**src/hw/rtl/cnv_ram.sv**
```systemverilog
// ----------------------------------------------------------------------------
// cnv_ram
// Generic single-write, single-read RAM with a registered read port.
// ----------------------------------------------------------------------------
module cnv_ram #(
    parameter int WIDTH = 16,
    parameter int DEPTH = 64
) (
    input  logic                     clk,
    input  logic                     we,
    input  logic [$clog2(DEPTH)-1:0] waddr,
    input  logic [WIDTH-1:0]         wdata,
    input  logic                     re,
    input  logic [$clog2(DEPTH)-1:0] raddr,
    output logic [WIDTH-1:0]         rdata
);
    logic [WIDTH-1:0] mem [DEPTH];
    logic [WIDTH-1:0] rdata_reg;

    always_ff @(posedge clk)
    begin
        if (we)
        begin
            mem[waddr] <= wdata;
        end
        if (re)
        begin
            rdata_reg <= mem[raddr];
        end
    end

    assign rdata = rdata_reg;
endmodule

```
**config.mk**
```make
export PLATFORM = sky130hd
export DESIGN_NAME = cnv_ram
export DESIGN_NICKNAME = d
export VERILOG_FILES = /design/src/hw/rtl/cnv_ram.sv
export SDC_FILE = /design/constraint.sdc
export NUM_CORES = 1
export LEC_CHECK = 0
export ABC_CLOCK_PERIOD_IN_PS = 3100
export BUFFER_PORTS_ARGS = -buffer_cell sky130_fd_sc_hd__buf_2
export CORE_MARGIN = 2
export CORE_UTILIZATION = 30
export CTS_BUF_LIST = sky130_fd_sc_hd__clkbuf_8 sky130_fd_sc_hd__clkbuf_16
export CTS_CLUSTER_DIAMETER = 50
export CTS_CLUSTER_SIZE = 8
export DETAILED_ROUTE_END_ITERATION = 6
export GPL_TIMING_DRIVEN = 0
export PLACE_DENSITY_LB_ADDON = 0.05
export SYNTH_ARGS = -nofsm -noshare
export SYNTH_HDL_FRONTEND = slang
export SYNTH_SLANG_ARGS = --single-unit
```
**constraint.sdc**
```tcl
create_clock -name clk -period 3.1 [get_ports clk]
set_clock_uncertainty 0.1 [all_clocks]
set_input_delay 0.62 -clock clk [delete_from_list [all_inputs] [get_ports clk]]
set_output_delay 0.62 -clock clk [all_outputs]
set_load 0.02 [all_outputs]
```
==> impl_metrics.py <==
metrics = {
    "clock_tree": {
        "cts_buffer_depth": 3,
        "h-tree-depth": 4,
        "root_buffer": "clkbuf_16",
        "clock_sinks": 1040,
        "cts_setup_buffers": 0,
        "cts_inserted_buffers": 160,
        "clkLatencyLatePin_ns": 0.77,
        "cts.reportedPaths.clkPinSlew_ns": 0.05,
        "cts_tree": "yes",
        "postCtsHoldBufs": 0,
    },
    "final_layout": {
        "final_util": 0.364,
        "multi_input_area_um2": 8450,
        "largest_reg_flops": 1024,
        "drive_above_1_share": 0.325,
        "nNetsFinal": 2130,
        "num-fill-cells": 12300,
        "seq_area_um2": 31200,
        "area_growth_syn_to_layout_pct": 20.8,
    },
    "worst_setup_path": {
        "r2r_cells": 5,
        "path_class": "input pin to flop",
        "cp_max_fo": 11,
        "path_cells": "buf_2, buf_2, buf_2, mux4_2, mux2_2, nand2_1, nand4_1, and4_1",
        "end_kind": "flop",
        "worstReg2RegEnd": "rdata[15]",
        "ff2ff_setup_slack_ns": 0.43,
        "path_buf_inv": 3,
        "r2r_start": "mem[23][15]",
        "critPathSlowestCell": "buf_2",
        "start_kind": "input pin",
        "cpPeakStageDelay_ns": 0.53,
        "cp_top_family": "buffers and inverters",
        "crit_path_frequent_cell": "buf_2",
        "critPathArrivalTime_ns": 3.51,
        "required_ns": 3.50,
    },
    "outcome": {
        "status": "complete, but fails checks",
        "violations": "negative setup slack",
    },
    "sta": {
        "timing.final.crit_period_ns": 3.12,
        "hold-worst-slack_ns": 0.177,
        "worst_pin_slew_ns": 1.38,
        "slew-limit-headroom": 0.0774,
        "max_freq_ghz": 0.321,
        "setup_viol_count_final": 1,
        "hold_viol": 0,
        "rsz0062_at_grt": "no",
        "maxSlewViolCount": 0,
        "fin_crit_sh": 1.01,
        "setup_ws_ns": -0.0187,
    },
    "synthesis": {
        "synth_cells": 1829,
        "syn_avg_cell_area_um2": 22.0,
        "synth_fp_nets": 1860,
        "synth-main-ff-cell": "edfxtp_1",
        "yosys.area.top_type": "edfxtp_1",
        "async_flop_share": 0,
        "synth_top_area_frac": 0.777,
        "mappedNetlistArea_um2": 40200,
        "synthMostInstantiatedCell": "edfxtp_1",
        "synth_edf_count": 1040,
        "ys_seq_area_frac": 0.777,
        "yosys_warnings": 0,
        "ys_types": 42,
        "synth_seq_cells": 1040,
        "synth_common_cells": "edfxtp_1 (1040), mux4_2 (220), mux2i_1 (85), nor2_1 (72), nand2_1 (59)",
        "synthTopCellsByArea": "edfxtp_1 (78%), mux4_2 (12%), mux2i_1 (2.1%)",
    },
    "power_and_ir_drop": {
        "power_switching_share": 0.219,
        "seqPwrFrac": 0.476,
        "p_leak_uw": 0.0154,
        "power_density_nw_per_um2": 678,
        "p_clk_frac": 0.470,
        "comb_power_share": 0.054,
        "irDropWorstVdd_mv": 0.518,
        "cellInternalPower_uw": 25700,
        "p_switching_uw": 7200,
    },
    "global_routing": {
        "grtUsageTotal": 0.188,
        "grt_pass1_wl_um": 175000,
        "grt_pass1_vias": 21000,
        "overflow": 0,
        "grt_max_degree": 65,
        "grt_antenna_before_repair": 12,
    },
    "place": {
        "place_congestion": 0.778,
        "port_buffers": 39,
        "dp_hpwl_um": 84200,
    },
    "floorplanning": {
        "die_h_um": 370,
        "dieWidth_um": 370,
        "die-area_um2": 137000,
        "row_count": 134,
        "start_util": 0.302,
        "io_pins": 47,
        "core_area_um2": 133000,
    },
    "drt": {
        "via_count": 19700,
        "first_pass_iters": 5,
        "routed_wl_um": 127000,
        "route.detailed.drc": 0,
        "drtIter0Drc": 1653,
        "via_per_inst": 5.02,
        "ant_nets": 0,
        "routedWlPerCell_um": 32.4,
    },
    "flow_run": {
        "maxCapViolations": 0,
    },
    "worst_hold_path": {
        "min_to": "rdata[14]",
        "min_path_type": "input pin to flop",
        "worstHoldStart": "re",
        "min_path_cells": 1,
    },
}
[routing by layer]
metal	vias up	global-route usage	share of wire
li1	8240	-	-
met1	10800	0.256	0.44
met2	531	0.313	0.49
met3	161	0.0322	0.045
met4	2	0.0509	0.021
met5	-	0	0.000094
[area by class of cell]
cell class | count | area share
Multi-Input combinational cell | 685 | 0.174
Sequential cell | 1040 | 0.643
Clock inverter | 54 | 0.00714
Clock buffer | 163 | 0.0840
Antenna cell | 5 | 0.000258
Tap cell | 1768 | 0.0456
Buffer | 104 | 0.0153
Timing Repair Buffer | 108 | 0.0303
[worst max path at each step]
stage | from | slack [ns] | endpoint | cells after the start
finish | raddr[1] | -0.02 | rdata[14] | 8
CTS | raddr[2] | 0.004 | rdata[13] | 8
detailed placement | raddr[2] | -1.02 | rdata[1] | 8
global route | raddr[2] | 0.04 | rdata[1] | 8
global placement | waddr[1] | -1.25 | mem[23][12] | 3
floorplan | waddr[3] | 0.35 | mem[48][0] | 4
[layout by cell type, fill, tap and decap left out, types with 27 or more instances in the layout]
cell / count
buf_4: 29
buf_8: 50
clkbuf_16: 163
mux4_2: 220
mux2i_1: 84
nand2_1: 59
a22oi_1: 39
mux2_2: 27
nor2b_1: 30
nor2_2: 65
edfxtp_1: 1040
buf_2: 57
[cells by family (layout without fill, tap and decap cells)]
family / Yosys count / after routing / synth area share
other: 0 / 5 / 0
AOI/OAI and AO/OA: 129 / 129 / 0.0240
buffers and inverters: 104 / 429 / 0.0182
and+or+nand+nor: 220 / 220 / 0.0264
DFF: 1040 / 1040 / 0.777
muxes: 336 / 336 / 0.155
[timing repair]
action / in CTS / in global routing
hold endpoints to repair: 0 / 0
resized for setup: 8 / 7
endpoints found under the setup margin: 8 / 9
[metrics by stage]
| stage | cell area, um2 | TNS, ns | total power (uW) | setup slack [ns] | cells |
|---|---|---|---|---|---|
| finish | 48600 | -0.0187 | 32900 | -0.0187 | 3927 |
| global route | 48500 | 0 | 34000 | 0.0399 | 3922 |
| floorplan | 40200 | 0 | 16700 | 0.345 | 1829 |
| detailed placement | 44000 | -99.12 | 17700 | -1.02 | 3705 |
| CTS | 48500 | 0 | 33400 | 0.00393 | 3922 |
| global placement | 42600 | -748.00 | 17700 | -1.25 | 3636 |
[power by group through the flow]
stage	clock network, uW	registers [uW]	logic [uW]
6_report	15500	15700	1760
5_1_grt	16400	15600	1870
4_1_cts	15900	15700	1820
3_5_place_dp	0	15900	1810
3_3_place_gp	0	15900	1740
2_1_floorplan	0	15900	806
Power figures use the tool's default switching activity.
