===== config.mk =====
export PLATFORM = sky130hd
export DESIGN_NAME = cnv_div
export DESIGN_NICKNAME = d
export VERILOG_FILES = /design/src/hw/rtl/cnv_pkg.sv /design/src/hw/rtl/cnv_div.sv
export SDC_FILE = /design/constraint.sdc
export NUM_CORES = 1
export LEC_CHECK = 0
export ABC_AREA = 1
export BUFFER_PORTS_ARGS = -buffer_cell sky130_fd_sc_hd__buf_2
export CAP_MARGIN = 20
export CORE_UTILIZATION = 55
export DETAILED_ROUTE_END_ITERATION = 7
export GPL_TIMING_DRIVEN = 0
export PLACE_DENSITY_LB_ADDON = 0.15
export SYNTH_ARGS = -nofsm -noshare
export SYNTH_HDL_FRONTEND = slang
export SYNTH_SLANG_ARGS = --single-unit

===== constraint.sdc =====
create_clock -name clk -period 2.5 [get_ports clk]
set_input_delay 0.25 -clock clk [delete_from_list [all_inputs] [get_ports clk]]
set_output_delay 0.25 -clock clk [all_outputs]
set_load 0.01 [all_outputs]

===== src/hw/rtl/cnv_pkg.sv =====
// ----------------------------------------------------------------------------
// cnv_pkg
// Shared sizes, types and register codes of the 2D convolution block.
// ----------------------------------------------------------------------------
package cnv_pkg;

    localparam int MAX_KERNEL = 7;
    localparam int MAX_IN_CH  = 16;
    localparam int MAX_OUT_CH = 64;
    localparam int MAX_WIDTH  = 256;

    localparam int WEIGHT_DEPTH = MAX_KERNEL * MAX_KERNEL * MAX_IN_CH * MAX_OUT_CH;
    localparam int LINE_DEPTH   = MAX_KERNEL * MAX_WIDTH * MAX_IN_CH;
    localparam int WEIGHT_AW    = $clog2(WEIGHT_DEPTH);
    localparam int LINE_AW      = $clog2(LINE_DEPTH);
    localparam int BIAS_AW      = $clog2(MAX_OUT_CH);

    localparam int DIV_W   = 12;
    localparam int DIVS_W  = 5;
    localparam int ACC_W   = 42;

    typedef enum logic [1:0] {
        KIND_WEIGHT = 2'd0,
        KIND_BIAS   = 2'd1,
        KIND_ACT    = 2'd2,
        KIND_NONE   = 2'd3
    } kind_t;

    typedef enum logic [2:0] {
        REG_KERNEL_HEIGHT = 3'd0,
        REG_KERNEL_WIDTH  = 3'd1,
        REG_STRIDE_ROWS   = 3'd2,
        REG_STRIDE_COLS   = 3'd3,
        REG_IN_CHANNELS   = 3'd4,
        REG_OUT_CHANNELS  = 3'd5,
        REG_IMAGE_WIDTH   = 3'd6,
        REG_IMAGE_HEIGHT  = 3'd7
    } reg_index_t;

    typedef enum logic [2:0] {
        ST_IDLE,
        ST_DIV,
        ST_BIAS,
        ST_ISSUE,
        ST_DRAIN,
        ST_FINISH
    } state_t;

endpackage


===== src/hw/rtl/cnv_div.sv =====
// ----------------------------------------------------------------------------
// cnv_div
// Restoring divider, one quotient bit per cycle, for window grid checks.
// ----------------------------------------------------------------------------
module cnv_div (
    input  logic        clk,
    input  logic        rst_n,
    input  logic        start,
    input  logic [11:0] dividend,
    input  logic [4:0]  divisor,
    output logic        busy,
    output logic [11:0] quot,
    output logic [4:0]  rem
);
    import cnv_pkg::*;

    logic [DIV_W-1:0]  quot_reg, quot_next;
    logic [DIVS_W-1:0] rem_reg, rem_next;
    logic [DIVS_W-1:0] div_reg;
    logic [3:0]        count_reg, count_next;
    logic [DIVS_W:0]   trial;
    logic              ge;

    always_comb
    begin
        trial      = {rem_reg, quot_reg[DIV_W-1]};
        ge         = trial >= {1'b0, div_reg};
        quot_next  = quot_reg;
        rem_next   = rem_reg;
        count_next = count_reg;
        if (count_reg != 4'd0)
        begin
            quot_next  = {quot_reg[DIV_W-2:0], ge};
            rem_next   = ge ? DIVS_W'(trial - {1'b0, div_reg}) : trial[DIVS_W-1:0];
            count_next = count_reg - 4'd1;
        end
    end

    always_ff @(posedge clk or negedge rst_n)
    begin
        if (!rst_n)
        begin
            count_reg <= 4'd0;
        end
        else if (start)
        begin
            count_reg <= 4'(DIV_W);
        end
        else
        begin
            count_reg <= count_next;
        end
    end

    always_ff @(posedge clk)
    begin
        if (start)
        begin
            quot_reg <= dividend;
            rem_reg  <= '0;
            div_reg  <= divisor;
        end
        else
        begin
            quot_reg <= quot_next;
            rem_reg  <= rem_next;
        end
    end

    assign busy = count_reg != 4'd0;
    assign quot = quot_reg;
    assign rem  = rem_reg;
endmodule


==> flow_summary.toml <==
[sta]
worstMarginPinSlew_ns = 0.296
slew_viol_final = 0
setup_viol = 0
finalWorstSetupSlack_ns = 0.679
hold_viol_final = 0
timing.final.crit_period_ns = 1.82
clock.fmax_mhz = 549
slew_headroom_pct = 80.3
rsz0062_at_grt = "false"
fin_tns_setup_ns = 0
min_period_over_period_pct = 72.9
fin_skew_ns = 0.00365

[cts]
clock_sink_count = 26
cts_made_buffers = 3
cts_tree = "built"
cts_max_path_buffers = 2
ctsResizeCount = 0
post-cts-setup-buffers = 0
clkSlewWorstSetupHoldPaths_ns = 0.13
clk_latency_ns = 0.32
h-tree-depth = 1
cts-root-buf = "clkbuf_4"

[global_routing]
grt_pass1_wl_um = 4150
antenna_found_initial = 0
globalRouteTotalUtil_pct = 21.7
grt_pass1_vias = 976
overflow = 0
grt_max_degree = 15

[detailed_routing]
top_layer = "met4"
routed_wl_um = 2600
ant_nets = 0
dr_total_vias = 1092
remaining_drc_errors = 0
wirelength_met1_um = 1160
wl_met3_um = 111
wl_met2_um = 1310
post_drt_wl_per_cell_um = 11.8
first_iter_violations = 11
viasPerCell = 4.96
detail_route.first_pass.iterations = 4

[final_layout]
final_layout_size_suffix_gt1_share_pct = 27.1
final_cell_mix = "nand2_1 (58), buf_2 (39), inv_1 (19)"
final_common_cell = "nand2_1"
stdcell_area_um2 = 1620
fin_util_pct = 71.0
fin_nets = 221
largest_reg_flops = 12
nFillCells = 181
fin_cells = 220
area_growth_pct = 18.9
insertedDiodeCount = 0

[synthesis]
synthAdderAreaFrac_pct = 7.92
ys_seq_area_share_pct = 52.3
syn_area_per_cell_um2 = 9.06
synth-simple-area-share_pct = 28.4
synth_top_family_by_area = "simple AND/OR/NAND/NOR gates"
synth_mux_area_share_pct = 0
ys_ff_latch = 26
synth_cells = 150
synth_compound_area_share_pct = 3.59
synthesis.area_um2 = 1360
syn_nets = 178
ys.warnings.count = 0
ys_types = 23
synth_xor_area_share_pct = 1.29

[setup_path]
cp-start-kind = "flop"
rrSetupSlack_ns = 0.68
crit_path_max_fanout = 8
end_kind = "flop"
path_class = "reg -> reg"
r2r-end = "rem[1]"
reg2reg_depth = 10
arrival_ns = 2.04
crit_required_ns = 2.72
reg2reg_from = "quot[11]"

[hold_path]
hp-start = "divisor[3]"
holdPathEnd = "div_reg[3]"
hold_depth = 1
hold_class = "in -> reg"

[place]
post_dp_cell_area_um2 = 1580
io_buffer_count = 37
dp.final_hpwl_um = 2040
dp_slack_ns = 0.693
finalWeightedCongestion = 0.884
placed_cells = 215

[die]
fp.coreArea_um2 = 2280
dieArea_um2 = 2670
start_util_pct = 59.7
dieWidth_um = 51.7
io_pins = 38
rows = 17
die_y_um = 51.7

[run]
max_cap_viol_count = 0

[pwr]
pwr_density_cell_nw_per_um2 = 885
power.leakage_nw = 0.843
irDropWorstVdd_uv = 688

[run_status]
status = "finished clean"
-- worst max-delay path: stages, from the launching register on --
cell	delay [ns]
edfxtp_1	0.41
inv_1	0.09
ha_1	0.15
inv_1	0.06
fa_1	0.42
nand2_1	0.09
nand2_1	0.10
nand3_4	0.13
nand3_1	0.10
nand3_1	0.11
nand2_1	0.06
-- timing repair --
item	in CTS	in global routing
endpoints found under the setup margin	0	0
hold buffers	1	0
endpoints found under the hold margin	4	0
-- final cells by class --
class,count,area (um^2),area share [%]
repair buffers,38,195,12.1
clock buffers,4,26.3,1.63
flip-flops and latches,26,711,44.0
well taps,28,35.0,2.17
plain buffers,2,10.0,0.620
inverters,21,78.8,4.88
multi-input cells,101,559,34.6
-- Yosys cell counts --
| library cell | n | area, um^2 |
|---|---|---|
| a21oi_1 | 3 | 15.0 |
| a31oi_1 | 1 | 6.26 |
| buf_2 | 2 | 10.0 |
| dfrtp_1 | 4 | 100 |
| dfxtp_1 | 5 | 100 |
| edfxtp_1 | 17 | 510 |
| fa_1 | 1 | 20.0 |
| ha_1 | 7 | 87.6 |
| inv_1 | 19 | 71.3 |
| inv_2 | 2 | 7.51 |
| nand2_1 | 58 | 218 |
| nand2_4 | 1 | 11.3 |
| nand3_1 | 13 | 65.1 |
| nand3_4 | 1 | 17.5 |
| nand3b_1 | 1 | 7.51 |
| nor2_1 | 3 | 11.3 |
| nor2_2 | 1 | 6.26 |
| nor2_4 | 3 | 33.8 |
| o21ai_0 | 3 | 15.0 |
| o22ai_2 | 1 | 12.5 |
| or2_1 | 1 | 6.26 |
| or2_4 | 1 | 8.76 |
| xnor2_1 | 2 | 17.5 |
-- power by group --
| group | switching, W | total, W | internal (W) |
|---|---|---|---|
| Clock | 0.000119 | 0.000181 | 0.0000624 |
| Sequential | 0.0000612 | 0.000612 | 0.000550 |
| Combinational | 0.000372 | 0.000637 | 0.000265 |
-- cells by family (layout without fill, tap and decap cells) --
| logic type | after synthesis | in the layout |
|---|---|---|
| AOI/OAI and AO/OA | 8 | 8 |
| xor gates and xnor gates | 2 | 2 |
| and+or+nand+nor | 83 | 83 |
| adders and majority gates | 8 | 8 |
| DFF | 26 | 26 |
| buffers and inverters | 23 | 65 |
-- worst max-delay path by stage --
stage	startpoint	end	slack [ns]	cells after the start
final	quot[11]	rem[1]	0.68	10
after global routing	quot[11]	rem[0]	0.53	10
after CTS	quot[11]	rem[1]	0.66	10
after detailed placement	quot[11]	rem[1]	0.69	10
after global placement	quot[11]	quot[0]	0.76	8
after floorplan	quot[11]	quot[0]	0.81	8
-- metal layers --
metal	vias to the layer above	global-route usage, %
li1	563	-
met1	503	26.8
met2	24	37.4
met3	2	5.26
met4	0	6.31
met5	-	0
-- stage by stage --
step,hold slack (ns),power (W)
3_5_place_dp,0.0579,0.00126
5_1_grt,0.0722,0.00154
6_report,0.0999,0.00143
4_1_cts,0.0908,0.00144
2_1_floorplan,-0.0456,0.00108
3_3_place_gp,0.0551,0.00123
Note: power is estimated with default switching activity, not from simulation.
